--- src/rtl/sfr_pkg.sv ---
`timescale 1ns / 1ps
// ----------------------------------------------------------------------------
// Sync frame receiver package
// Types and constants shared by the front end, item queue and back end.
// ----------------------------------------------------------------------------
package sfr_pkg;

   localparam logic [7:0] SYNC_FIRST  = 8'h55;
   localparam logic [7:0] SYNC_SECOND = 8'h13;
   // The header bytes are always part of the sum, so a frame starts from their total.
   localparam logic [7:0] SUM_SEED    = 8'h68;
   localparam logic [5:0] FIRST_BODY_POS = 6'd2;

   localparam int PAYLOAD_COUNT    = 12;
   localparam int ITEM_QUEUE_DEPTH = 4;
   localparam int RESULT_QUEUE_DEPTH = 2;

   typedef enum logic [1:0] {
      KIND_START,
      KIND_BODY,
      KIND_CHECK
   } item_kind_type;

   typedef struct packed {
      logic       hit;
      logic [3:0] slot;
   } slot_hit_type;

   typedef struct packed {
      item_kind_type kind;
      slot_hit_type  capture;
      logic [7:0]    data;
   } item_type;

   typedef struct packed {
      logic empty;
      logic full;
   } queue_status_type;

   typedef logic [PAYLOAD_COUNT-1:0][7:0] payload_type;

   // Maps a frame offset to its payload slot.
   function automatic slot_hit_type slot_lookup(input logic [5:0] pos);
      slot_hit_type r;
      r.hit  = 1'b1;
      r.slot = 4'd0;
      case (pos)
         6'd2:    r.slot = 4'd0;
         6'd6:    r.slot = 4'd1;
         6'd7:    r.slot = 4'd2;
         6'd9:    r.slot = 4'd3;
         6'd10:   r.slot = 4'd4;
         6'd14:   r.slot = 4'd5;
         6'd15:   r.slot = 4'd6;
         6'd16:   r.slot = 4'd7;
         6'd17:   r.slot = 4'd8;
         6'd18:   r.slot = 4'd9;
         6'd19:   r.slot = 4'd10;
         6'd20:   r.slot = 4'd11;
         default: r.hit  = 1'b0;
      endcase
      return r;
   endfunction

endpackage

--- src/rtl/sfr_front.sv ---
`timescale 1ns / 1ps
// ----------------------------------------------------------------------------
// Sync frame receiver front end
// Hunts for the header, tracks the offset within a frame and tags each
// in-frame byte as frame start, body byte or checksum byte.
// ----------------------------------------------------------------------------
module sfr_front import sfr_pkg::*; #(
   parameter int FRAME_LENGTH = 47
) (
   input  logic       clock,
   input  logic       reset,
   input  logic       accept,
   input  logic [7:0] rx_byte,
   output logic       item_push,
   output item_type   item
);

   localparam logic [5:0] CHECK_POS = 6'(FRAME_LENGTH - 1);

   logic       half_seen_ff, half_seen_in;
   logic       in_frame_ff, in_frame_in;
   logic [5:0] pos_ff, pos_in;

   always_ff @(posedge clock) begin
      if (reset) begin
         half_seen_ff <= 1'b0;
         in_frame_ff  <= 1'b0;
         pos_ff       <= 6'd0;
      end else begin
         half_seen_ff <= half_seen_in;
         in_frame_ff  <= in_frame_in;
         pos_ff       <= pos_in;
      end
   end

   always_comb begin
      half_seen_in = half_seen_ff;
      in_frame_in  = in_frame_ff;
      pos_in       = pos_ff;
      item_push    = 1'b0;
      item.kind    = KIND_BODY;
      item.capture = slot_lookup(pos_ff);
      item.data    = rx_byte;
      if (accept) begin
         if (!in_frame_ff) begin
            if (half_seen_ff && rx_byte == SYNC_SECOND) begin
               in_frame_in  = 1'b1;
               half_seen_in = 1'b0;
               pos_in       = FIRST_BODY_POS;
               item_push    = 1'b1;
               item.kind    = KIND_START;
            end else begin
               half_seen_in = (rx_byte == SYNC_FIRST);
            end
         end else if (pos_ff >= CHECK_POS) begin
            in_frame_in  = 1'b0;
            half_seen_in = 1'b0;
            pos_in       = 6'd0;
            item_push    = 1'b1;
            item.kind    = KIND_CHECK;
         end else begin
            pos_in    = pos_ff + 6'd1;
            item_push = 1'b1;
         end
      end
   end

`ifndef SYNTH
   a_pos_in_frame: assert property (@(posedge clock) disable iff (reset)
      in_frame_ff |-> (pos_ff >= FIRST_BODY_POS && pos_ff <= CHECK_POS))
      else $error("frame offset out of range");
   a_pos_idle: assert property (@(posedge clock) disable iff (reset)
      !in_frame_ff |-> (pos_ff == 6'd0))
      else $error("offset not cleared while hunting");
`endif

endmodule

--- src/rtl/sfr_item_queue.sv ---
`timescale 1ns / 1ps
// ----------------------------------------------------------------------------
// Sync frame receiver item queue
// Short queue of tagged bytes between the front end and the back end.
// ----------------------------------------------------------------------------
module sfr_item_queue import sfr_pkg::*; (
   input  logic             clock,
   input  logic             reset,
   input  logic             push,
   input  item_type         push_item,
   input  logic             pop,
   output item_type         head,
   output queue_status_type status
);

   localparam int PTR_W = $clog2(ITEM_QUEUE_DEPTH);
   localparam int CNT_W = $clog2(ITEM_QUEUE_DEPTH + 1);

   item_type               entries [ITEM_QUEUE_DEPTH];
   logic [PTR_W-1:0]       wr_ptr_ff, wr_ptr_in;
   logic [PTR_W-1:0]       rd_ptr_ff, rd_ptr_in;
   logic [CNT_W-1:0]       count_ff, count_in;

   assign status.empty = (count_ff == '0);
   assign status.full  = (count_ff == CNT_W'(ITEM_QUEUE_DEPTH));
   assign head         = entries[rd_ptr_ff];

   always_comb begin
      wr_ptr_in = push ? PTR_W'(wr_ptr_ff + 1'b1) : wr_ptr_ff;
      rd_ptr_in = pop  ? PTR_W'(rd_ptr_ff + 1'b1) : rd_ptr_ff;
      count_in  = count_ff;
      if (push && !pop) begin
         count_in = count_ff + 1'b1;
      end else if (pop && !push) begin
         count_in = count_ff - 1'b1;
      end
   end

   always_ff @(posedge clock) begin
      if (reset) begin
         wr_ptr_ff <= '0;
         rd_ptr_ff <= '0;
         count_ff  <= '0;
      end else begin
         wr_ptr_ff <= wr_ptr_in;
         rd_ptr_ff <= rd_ptr_in;
         count_ff  <= count_in;
      end
   end

   always_ff @(posedge clock) begin
      if (push) begin
         entries[wr_ptr_ff] <= push_item;
      end
   end

`ifndef SYNTH
   a_no_overflow: assert property (@(posedge clock) disable iff (reset)
      push |-> (!status.full || pop))
      else $error("item queue overflow");
   a_push_fills: assert property (@(posedge clock) disable iff (reset)
      (push && !pop) |=> !status.empty)
      else $error("item queue empty after push");
`endif

endmodule

--- src/rtl/sfr_back.sv ---
`timescale 1ns / 1ps
// ----------------------------------------------------------------------------
// Sync frame receiver back end
// Keeps the running sum and payload bytes, checks the checksum byte and
// queues the payload of each good frame as a result.
// ----------------------------------------------------------------------------
module sfr_back import sfr_pkg::*; (
   input  logic             clock,
   input  logic             reset,
   input  item_type         head,
   input  queue_status_type item_status,
   output logic             item_pop,
   input  logic             rsp_pop,
   output logic             rsp_empty,
   output payload_type      rsp_payload
);

   localparam int PTR_W = $clog2(RESULT_QUEUE_DEPTH);
   localparam int CNT_W = $clog2(RESULT_QUEUE_DEPTH + 1);

   logic [7:0]        sum_ff, sum_in;
   payload_type       payload_ff;
   payload_type       results [RESULT_QUEUE_DEPTH];
   logic [PTR_W-1:0]  wr_ptr_ff, rd_ptr_ff;
   logic [CNT_W-1:0]  count_ff, count_in;
   logic              res_full, res_push, res_pop;

   assign res_full  = (count_ff == CNT_W'(RESULT_QUEUE_DEPTH));
   assign rsp_empty = (count_ff == '0);
   assign res_pop   = rsp_pop && !rsp_empty;

   // A checksum item waits until the result queue has room.
   assign item_pop = !item_status.empty && (head.kind != KIND_CHECK || !res_full);
   assign res_push = item_pop && head.kind == KIND_CHECK && head.data == sum_ff;

   always_comb begin
      sum_in = sum_ff;
      if (item_pop) begin
         case (head.kind)
            KIND_START: sum_in = SUM_SEED;
            KIND_BODY:  sum_in = sum_ff + head.data;
            KIND_CHECK: sum_in = 8'd0;
            default:    sum_in = sum_ff;
         endcase
      end
      count_in = count_ff;
      if (res_push && !res_pop) begin
         count_in = count_ff + 1'b1;
      end else if (res_pop && !res_push) begin
         count_in = count_ff - 1'b1;
      end
   end

   always_ff @(posedge clock) begin
      if (reset) begin
         sum_ff    <= 8'd0;
         wr_ptr_ff <= '0;
         rd_ptr_ff <= '0;
         count_ff  <= '0;
      end else begin
         sum_ff    <= sum_in;
         count_ff  <= count_in;
         if (res_push) begin
            wr_ptr_ff <= PTR_W'(wr_ptr_ff + 1'b1);
         end
         if (res_pop) begin
            rd_ptr_ff <= PTR_W'(rd_ptr_ff + 1'b1);
         end
      end
   end

   always_ff @(posedge clock) begin
      if (item_pop && head.kind == KIND_BODY && head.capture.hit) begin
         payload_ff[head.capture.slot] <= head.data;
      end
      if (res_push) begin
         results[wr_ptr_ff] <= payload_ff;
      end
   end

   assign rsp_payload = results[rd_ptr_ff];

`ifndef SYNTH
   a_no_result_overflow: assert property (@(posedge clock) disable iff (reset)
      res_push |-> (!res_full || res_pop))
      else $error("result queue overflow");
   a_result_visible: assert property (@(posedge clock) disable iff (reset)
      (res_push && !res_pop) |=> !rsp_empty)
      else $error("pushed result not visible");
`endif

endmodule

--- src/rtl/sync_checksum_frame_receiver.sv ---
`timescale 1ns / 1ps
// ----------------------------------------------------------------------------
// Sync checksum frame receiver
// Finds 0x55 0x13 framed packets in a byte stream, checks the additive
// checksum and delivers twelve payload bytes for each good frame.
// ----------------------------------------------------------------------------
// One byte is taken per cycle, every cycle, as long as results are drained.
// A good frame's payload reaches the rsp_ ports once its checksum item has
// passed the item queue. Results wait in a two-entry result queue; when it
// is full, checksum items back up in the four-entry item queue between the
// front and back ends, and req_full rises once that queue fills.
// ----------------------------------------------------------------------------
module sync_checksum_frame_receiver import sfr_pkg::*; #(
   parameter int FRAME_LENGTH = 47
) (
   input  logic       clock,
   input  logic       reset,
   input  logic       req_push,
   output logic       req_full,
   input  logic [7:0] req_rx_byte,
   output logic       rsp_empty,
   input  logic       rsp_pop,
   output logic [7:0] rsp_payload_at_2,
   output logic [7:0] rsp_payload_at_6,
   output logic [7:0] rsp_payload_at_7,
   output logic [7:0] rsp_payload_at_9,
   output logic [7:0] rsp_payload_at_10,
   output logic [7:0] rsp_payload_at_14,
   output logic [7:0] rsp_payload_at_15,
   output logic [7:0] rsp_payload_at_16,
   output logic [7:0] rsp_payload_at_17,
   output logic [7:0] rsp_payload_at_18,
   output logic [7:0] rsp_payload_at_19,
   output logic [7:0] rsp_payload_at_20
);

   logic             accept;
   logic             item_push;
   logic             item_pop;
   item_type         push_item;
   item_type         head;
   queue_status_type item_status;
   payload_type      payload;

   assign req_full = item_status.full;
   assign accept   = req_push && !item_status.full;

   sfr_front #(
      .FRAME_LENGTH(FRAME_LENGTH)
   ) u_front (
      .clock     (clock),
      .reset     (reset),
      .accept    (accept),
      .rx_byte   (req_rx_byte),
      .item_push (item_push),
      .item      (push_item)
   );

   sfr_item_queue u_queue (
      .clock     (clock),
      .reset     (reset),
      .push      (item_push),
      .push_item (push_item),
      .pop       (item_pop),
      .head      (head),
      .status    (item_status)
   );

   sfr_back u_back (
      .clock       (clock),
      .reset       (reset),
      .head        (head),
      .item_status (item_status),
      .item_pop    (item_pop),
      .rsp_pop     (rsp_pop),
      .rsp_empty   (rsp_empty),
      .rsp_payload (payload)
   );

   assign rsp_payload_at_2  = payload[0];
   assign rsp_payload_at_6  = payload[1];
   assign rsp_payload_at_7  = payload[2];
   assign rsp_payload_at_9  = payload[3];
   assign rsp_payload_at_10 = payload[4];
   assign rsp_payload_at_14 = payload[5];
   assign rsp_payload_at_15 = payload[6];
   assign rsp_payload_at_16 = payload[7];
   assign rsp_payload_at_17 = payload[8];
   assign rsp_payload_at_18 = payload[9];
   assign rsp_payload_at_19 = payload[10];
   assign rsp_payload_at_20 = payload[11];

endmodule
--- config.mk ---
export PLATFORM = sky130hd
export DESIGN_NAME = sync_checksum_frame_receiver
export DESIGN_NICKNAME = d
export VERILOG_FILES = /design/src/rtl/sfr_pkg.sv /design/src/rtl/sfr_front.sv /design/src/rtl/sfr_item_queue.sv /design/src/rtl/sfr_back.sv /design/src/rtl/sync_checksum_frame_receiver.sv
export SDC_FILE = /design/constraint.sdc
export NUM_CORES = 1
export LEC_CHECK = 0
export ABC_CLOCK_PERIOD_IN_PS = 22300
export BUFFER_PORTS_ARGS = -buffer_cell sky130_fd_sc_hd__buf_2
export CORE_ASPECT_RATIO = 1.25
export CORE_MARGIN = 1
export CORE_UTILIZATION = 42
export CTS_CLUSTER_DIAMETER = 50
export CTS_CLUSTER_SIZE = 16
export DETAILED_ROUTE_END_ITERATION = 6
export PLACE_DENSITY = 0.61
export SYNTH_ARGS = -nofsm -noshare
export SYNTH_HDL_FRONTEND = slang
export SYNTH_HIERARCHICAL = 1
export SYNTH_SLANG_ARGS = --single-unit
--- constraint.sdc ---
create_clock -name clock -period 22.3 [get_ports clock]
set_clock_uncertainty 0.1 [all_clocks]
set_input_delay 4.46 -clock clock [delete_from_list [all_inputs] [get_ports clock]]
set_output_delay 4.46 -clock clock [all_outputs]
set_load 0.01 [all_outputs]
### Yosys cells after proc, flatten, opt, wreduce, memory -nomap -nowiden

Memories as Yosys holds them, arrays and structs flattened. A register that Yosys moved wholly into a read port is not among the register bits.
Index checks and enable logic that the tools add are counted.
Widths: inputs -> output; s select.

* mux-type cells: 33
* magnitude comparators: 3
* reductions and logical operators: 33
* add/subtract/negate cells: 10
* equality and inequality tests: 21

Operator list (number)
* $bwmux 96: 1
* $pmux 4 s11: 1
* $demux 8 s4: 1
* $eq 6x5->1 const B: 5
* $eq 6x4->1 const B: 4
* $pmux 8 s3: 1
* $mux 6: 3
* $mux 1: 16
* $mux 2: 7
* $logic_and 1x1->1: 13
* $eq 6x3->1 const B: 2
* $reduce_or 12->1: 1
* $add 8x8->8: 1
* $eq 8x5->1 const B: 1
* $eq 8x7->1 const B: 1
* $eq 8x8->1: 1
* $logic_not 1->1: 8
* $mux 8: 1
* $add 2x1->2 const B: 3
* $add 6x1->6 const B: 1
* $eq 6x2->1 const B: 1
* $ge 6x6->1 const B: 1
* $mux 3: 2
* $reduce_and 2->1: 3
* other kinds (15): 21

* input bits: 12
* output and inout port bits: 98
* word-level logic and storage cells: 124
* flip-flop bits (word level): 123
* bits in writable memories: 252
* memories kept: 2

Memories
* u_back.results: words 2, width 96, read ports 1, clocked after Yosys merged registers in 1, wr ports 1, line sfr_back.sv:23 `payload_type results [RESULT_QUEUE_DEPTH];`
* u_queue.entries: words 4, width 15, read ports 1, clocked after Yosys merged registers in 1, wr ports 1, line sfr_item_queue.sv:19 `item_type entries [ITEM_QUEUE_DEPTH];`

### Depth between registers and ports, before layout

* word-level depth: 10
* gate-level depth with buffers: 14
* gate-level depth less buffers: 12

### Hierarchy

Netlist, hierarchy kept.

Modules (own cells, without submodules)
* sfr_back: cells an instance 529, area each 10835.4 um^2, seq. area each 8908.5 um^2, times used 1
* sfr_item_queue: cells an instance 122, area each 2623.8 um^2, seq. area each 1981.9 um^2, times used 1
* sfr_front: cells an instance 97, area each 758.2 um^2, seq. area each 160.2 um^2, times used 1
* sync_checksum_frame_receiver: cells an instance 1, area each 13.8 um^2, seq. area each 0.0 um^2, times used 1

### Worst setup path after synthesis

No wires, ideal clock.

* kind: register to register
* start point: register with a tool-made name
* end point: memory u_back/results[0][0] in the netlist's numbering, enable pin
* arrival time: 11041 ps
* path buffers: 2
* period minus slack after synthesis: 11927 ps
* data required time: 21413 ps
* setup time: 787 ps
* stages on the path, launching flop included: 8
* setup slack: 10373 ps
* cell sequence: dfxtp_1 buf_6 buf_12 mux4_2 ha_1 nor4b_1 nand2_1 nor4_1

RTL lines (line)
* end: declaration: sfr_back.sv:23

==> metrics.txt <==
# TYPE chip_impl_metric gauge
chip_impl_metric{name="cts.path.max_buffers",unit=""} 3
chip_impl_info{name="yosys-top-cells-area",value="sky130_fd_sc_hd__edfxtp_1 (73%), sky130_fd_sc_hd__mux2_2 (7.6%), sky130_fd_sc_hd__dfxtp_1 (4.2%)"} 1
chip_impl_metric{name="worstPathRequired",unit="ns"} 17.74
chip_impl_metric{name="grt_max_degree",unit=""} 76
chip_impl_metric{name="min_period_over_period",unit="%"} 32.4
chip_impl_info{name="outcome",value="finished, final reports clean"} 1
chip_impl_metric{name="worst_ep_arrival_time",unit="ns"} 2.66
chip_impl_info{name="min_path_type",value="reg -> reg"} 1
chip_impl_info{name="cts_tree",value="done"} 1
chip_impl_info{name="critical_path_s_slowest_cell",value="sky130_fd_sc_hd__dfxtp_4"} 1
chip_impl_metric{name="yosysUniqueCellTypes",unit=""} 62
chip_impl_metric{name="cap_viol_max_count",unit=""} 0
chip_impl_metric{name="timing.setup.tns",unit="ns"} 0
chip_impl_metric{name="drt.antenna.violating_nets",unit=""} 0
chip_impl_metric{name="final.min_clock_period",unit="ns"} 7.22
chip_impl_metric{name="core.rowCount",unit=""} 75
chip_impl_metric{name="grtUsageTotal",unit="%"} 14.6
chip_impl_info{name="most_frequent_cell_after_synthesis",value="sky130_fd_sc_hd__edfxtp_1"} 1
chip_impl_info{name="ys.flop_type",value="sky130_fd_sc_hd__edfxtp_1"} 1
chip_impl_metric{name="num_io_pins",unit=""} 110
chip_impl_metric{name="drt-pass1-iter-count",unit=""} 4
chip_impl_metric{name="ctsHtreeMaxLevel",unit=""} 1
chip_impl_metric{name="port_buffers",unit=""} 109
chip_impl_metric{name="design.core.area",unit="sq um"} 33500
chip_impl_info{name="crit_type",value="reg -> out"} 1
chip_impl_metric{name="gpl.final_weighted_congestion",unit=""} 0.768
chip_impl_metric{name="avgViaCountPerCell",unit=""} 5.07
chip_impl_metric{name="drt_iter0_markers",unit=""} 443
chip_impl_metric{name="crit_fanout",unit=""} 55
chip_impl_metric{name="floorplan.initialDensity",unit="%"} 42.5
chip_impl_metric{name="final-max-slew-violation-count",unit=""} 0
chip_impl_metric{name="post_detailed_routing_wire_length",unit="um"} 25400
chip_impl_metric{name="post_synth.cell_area_avg",unit="sq um"} 19.0
chip_impl_info{name="synthDominantAreaCellType",value="sky130_fd_sc_hd__edfxtp_1"} 1
chip_impl_metric{name="seq_area_frac_synth",unit="%"} 77.7
chip_impl_metric{name="clk_transition_reported_paths",unit="ns"} 0.07
chip_impl_metric{name="die_height",unit="um"} 208
chip_impl_metric{name="hpwl",unit="um"} 14900
chip_impl_metric{name="synth_top_area_share",unit="%"} 73.4
chip_impl_metric{name="floorplan.die_area",unit="sq um"} 34600
chip_impl_metric{name="timing.critical_path.slowest_cell_delay",unit="ns"} 0.73
chip_impl_metric{name="antenna_cells_inserted",unit=""} 0
chip_impl_metric{name="timing.max_slew.rel_slack",unit="%"} 22.1
chip_impl_metric{name="postSynth.asyncResetShare",unit="%"} 0
chip_impl_metric{name="syn2layout_area_growth",unit="%"} 13.8
chip_impl_metric{name="netlist_instances",unit=""} 749
chip_impl_metric{name="finalSetupViolCount",unit=""} 0
chip_impl_metric{name="netlist_area",unit="sq um"} 14200
chip_impl_metric{name="die_w",unit="um"} 167
chip_impl_metric{name="yosys_register_bits",unit=""} 378
chip_impl_metric{name="synth.net_count",unit=""} 783
chip_impl_metric{name="hold_violations",unit=""} 0
chip_impl_metric{name="final_layout_size_suffix_gt1_share",unit="%"} 32.4
chip_impl_info{name="clock_tree.root_cell",value="sky130_fd_sc_hd__clkbuf_16"} 1
chip_impl_metric{name="post-layout-total-power",unit="mW"} 1.62
chip_impl_metric{name="design.final.nets",unit=""} 904
chip_impl_metric{name="first_global_vias",unit=""} 6545
chip_impl_metric{name="post-route-drc-count",unit=""} 0
chip_impl_metric{name="warning_count_from_the_yosys_run",unit=""} 6
chip_impl_metric{name="cts_made_buffers",unit=""} 31
chip_impl_metric{name="power.leakage",unit="nW"} 5.38
chip_impl_metric{name="postCtsHoldBufs",unit=""} 0
chip_impl_info{name="crit_path_cell_trace",value="buf_4, mux2_2, buf_2"} 1
chip_impl_metric{name="power_density",unit="nW/um^2"} 100
chip_impl_metric{name="max-vdd-ir-drop",unit="V"} 0.0000672
chip_impl_metric{name="globalRoute.totalOverflow",unit=""} 0
chip_impl_info{name="cp-end-kind",value="primary output"} 1
chip_impl_metric{name="worstMarginPinSlew",unit="ns"} 1.16
chip_impl_info{name="rsz_0062_raised_after_global_routing",value="no"} 1
chip_impl_metric{name="post_cts_resize_count",unit=""} 0
chip_impl_metric{name="setup_buffers_after_cts",unit=""} 0
chip_impl_metric{name="vias",unit=""} 6672
chip_impl_metric{name="antenna_found_initial",unit=""} 0
chip_impl_metric{name="routed_wire_length_per_instance",unit="um"} 19.3
chip_impl_metric{name="cts.sink_count",unit=""} 378
chip_impl_info{name="synth_commonest_cells",value="sky130_fd_sc_hd__edfxtp_1 (348), sky130_fd_sc_hd__mux2_2 (96), sky130_fd_sc_hd__nor2_1 (31), sky130_fd_sc_hd__dfxtp_1 (30), sky130_fd_sc_hd__ha_1 (20)"} 1
chip_impl_metric{name="synth_edf_count",unit=""} 348
chip_impl_info{name="startpoint_type",value="flop"} 1
chip_impl_metric{name="maximum_achievable_frequency",unit="MHz"} 139
chip_impl_metric{name="grt_pass1_wl",unit="um"} 38300
chip_impl_metric{name="clk-insertion-delay-late",unit="ns"} 0.56
[power breakdown]
part           total [mW]  switching (mW)  leakage (nW)  internal (mW)
sequential          0.813          0.0154          3.40          0.798
combinational       0.276           0.167          1.52          0.109
clock               0.530           0.239         0.471          0.291
[cells in the final DEF, fill, tap and decap left out, types with 5 or more instances in the layout]
cell type and count:
sky130_fd_sc_hd__ha_1 20, sky130_fd_sc_hd__nand2b_1 5, sky130_fd_sc_hd__clkbuf_1 14, sky130_fd_sc_hd__xnor2_1 5, sky130_fd_sc_hd__mux4_2 10, sky130_fd_sc_hd__buf_4 9
sky130_fd_sc_hd__edfxtp_1 348, sky130_fd_sc_hd__nand3b_1 6, sky130_fd_sc_hd__dfxtp_1 29, sky130_fd_sc_hd__a21oi_1 19, sky130_fd_sc_hd__nor3_1 6, sky130_fd_sc_hd__buf_2 109
sky130_fd_sc_hd__inv_1 17, sky130_fd_sc_hd__o21ai_0 13, sky130_fd_sc_hd__mux4_1 5, sky130_fd_sc_hd__nand2_1 17, sky130_fd_sc_hd__clkbuf_16 31, sky130_fd_sc_hd__xor2_1 8
sky130_fd_sc_hd__nand3_1 10, sky130_fd_sc_hd__nor2_1 31, sky130_fd_sc_hd__mux2_2 96, sky130_fd_sc_hd__or3_1 7, sky130_fd_sc_hd__inv_6 5
[path summary, 6_finish.rpt]
kind / from / endpoint / slack (ns) / depth (start not counted)
max: flop / rsp_payload_at_2[7] / 15.08 / 3
min: u_back/payload_ff[22] / u_back/results[0][22] / 0.34 / 0
max reg2reg: flop / u_back/results[1][8] / 17.62 / 8
min reg2reg: u_back/payload_ff[22] / u_back/results[0][22] / 0.34 / 0
[flip-flops by register name (all words and copies together), names as in the netlist, 3 cells and up, named ones only]
register           flops
u_queue/entries       60
u_front/pos_ff         6
u_queue/count_ff       3
u_back/sum_ff          8
u_back/results       192
u_back/payload_ff     96
[layer usage]
metal | up-vias | GRT usage [%] | routed length, um
met3 | 31 | 1.87 | 992
met2 | 157 | 24.7 | 12400
met1 | 3329 | 19.7 | 11500
li1 | 3155 | - | -
met4 | 0 | 4.44 | 494
met5 | - | 0 | 0
[worst max-delay path: cells and delay by family (launching register included)]
family   cells  cell delay (ns)
flops        1             0.73
buf+inv      2             0.87
mux          1             0.44
[cells by family (layout without fill, tap and decap cells)]
kind of cell | after synthesis | in the layout | synth area share, %
simple gates | 113 | 113 | 4.53
buf+inv | 48 | 192 | 1.75
fa+ha+maj | 22 | 22 | 2.04
mux | 115 | 115 | 10.4
flops | 378 | 378 | 77.7
xor+xnor | 13 | 13 | 0.800
compound gates | 60 | 60 | 2.85
[through the flow]
step	hold slack (ns)	cell area [sq um]	utilization, %	std cells	setup WS (ns)
2_1_floorplan	0.321	14200	-	749	10.37
3_3_place_gp	0.322	15200	45.4	1260	15.23
3_5_place_dp	0.329	15200	45.4	1260	15.18
4_1_cts	0.338	16200	48.3	1316	14.98
5_1_grt	0.341	16200	48.3	1316	14.94
6_report	0.342	16200	48.3	1316	15.08
[final cells by class]
type / instances / area (sq um)
Tap cell: 423 / 529
Sequential cell: 378 / 11100
Clock buffer: 47 / 856
Inverter: 18 / 67.6
Multi-Input combinational cell: 323 / 2940
Timing Repair Buffer: 118 / 613
Fill cell: 2788 / 17300
Clock inverter: 9 / 128
Note: power is estimated with default switching activity, not from simulation.
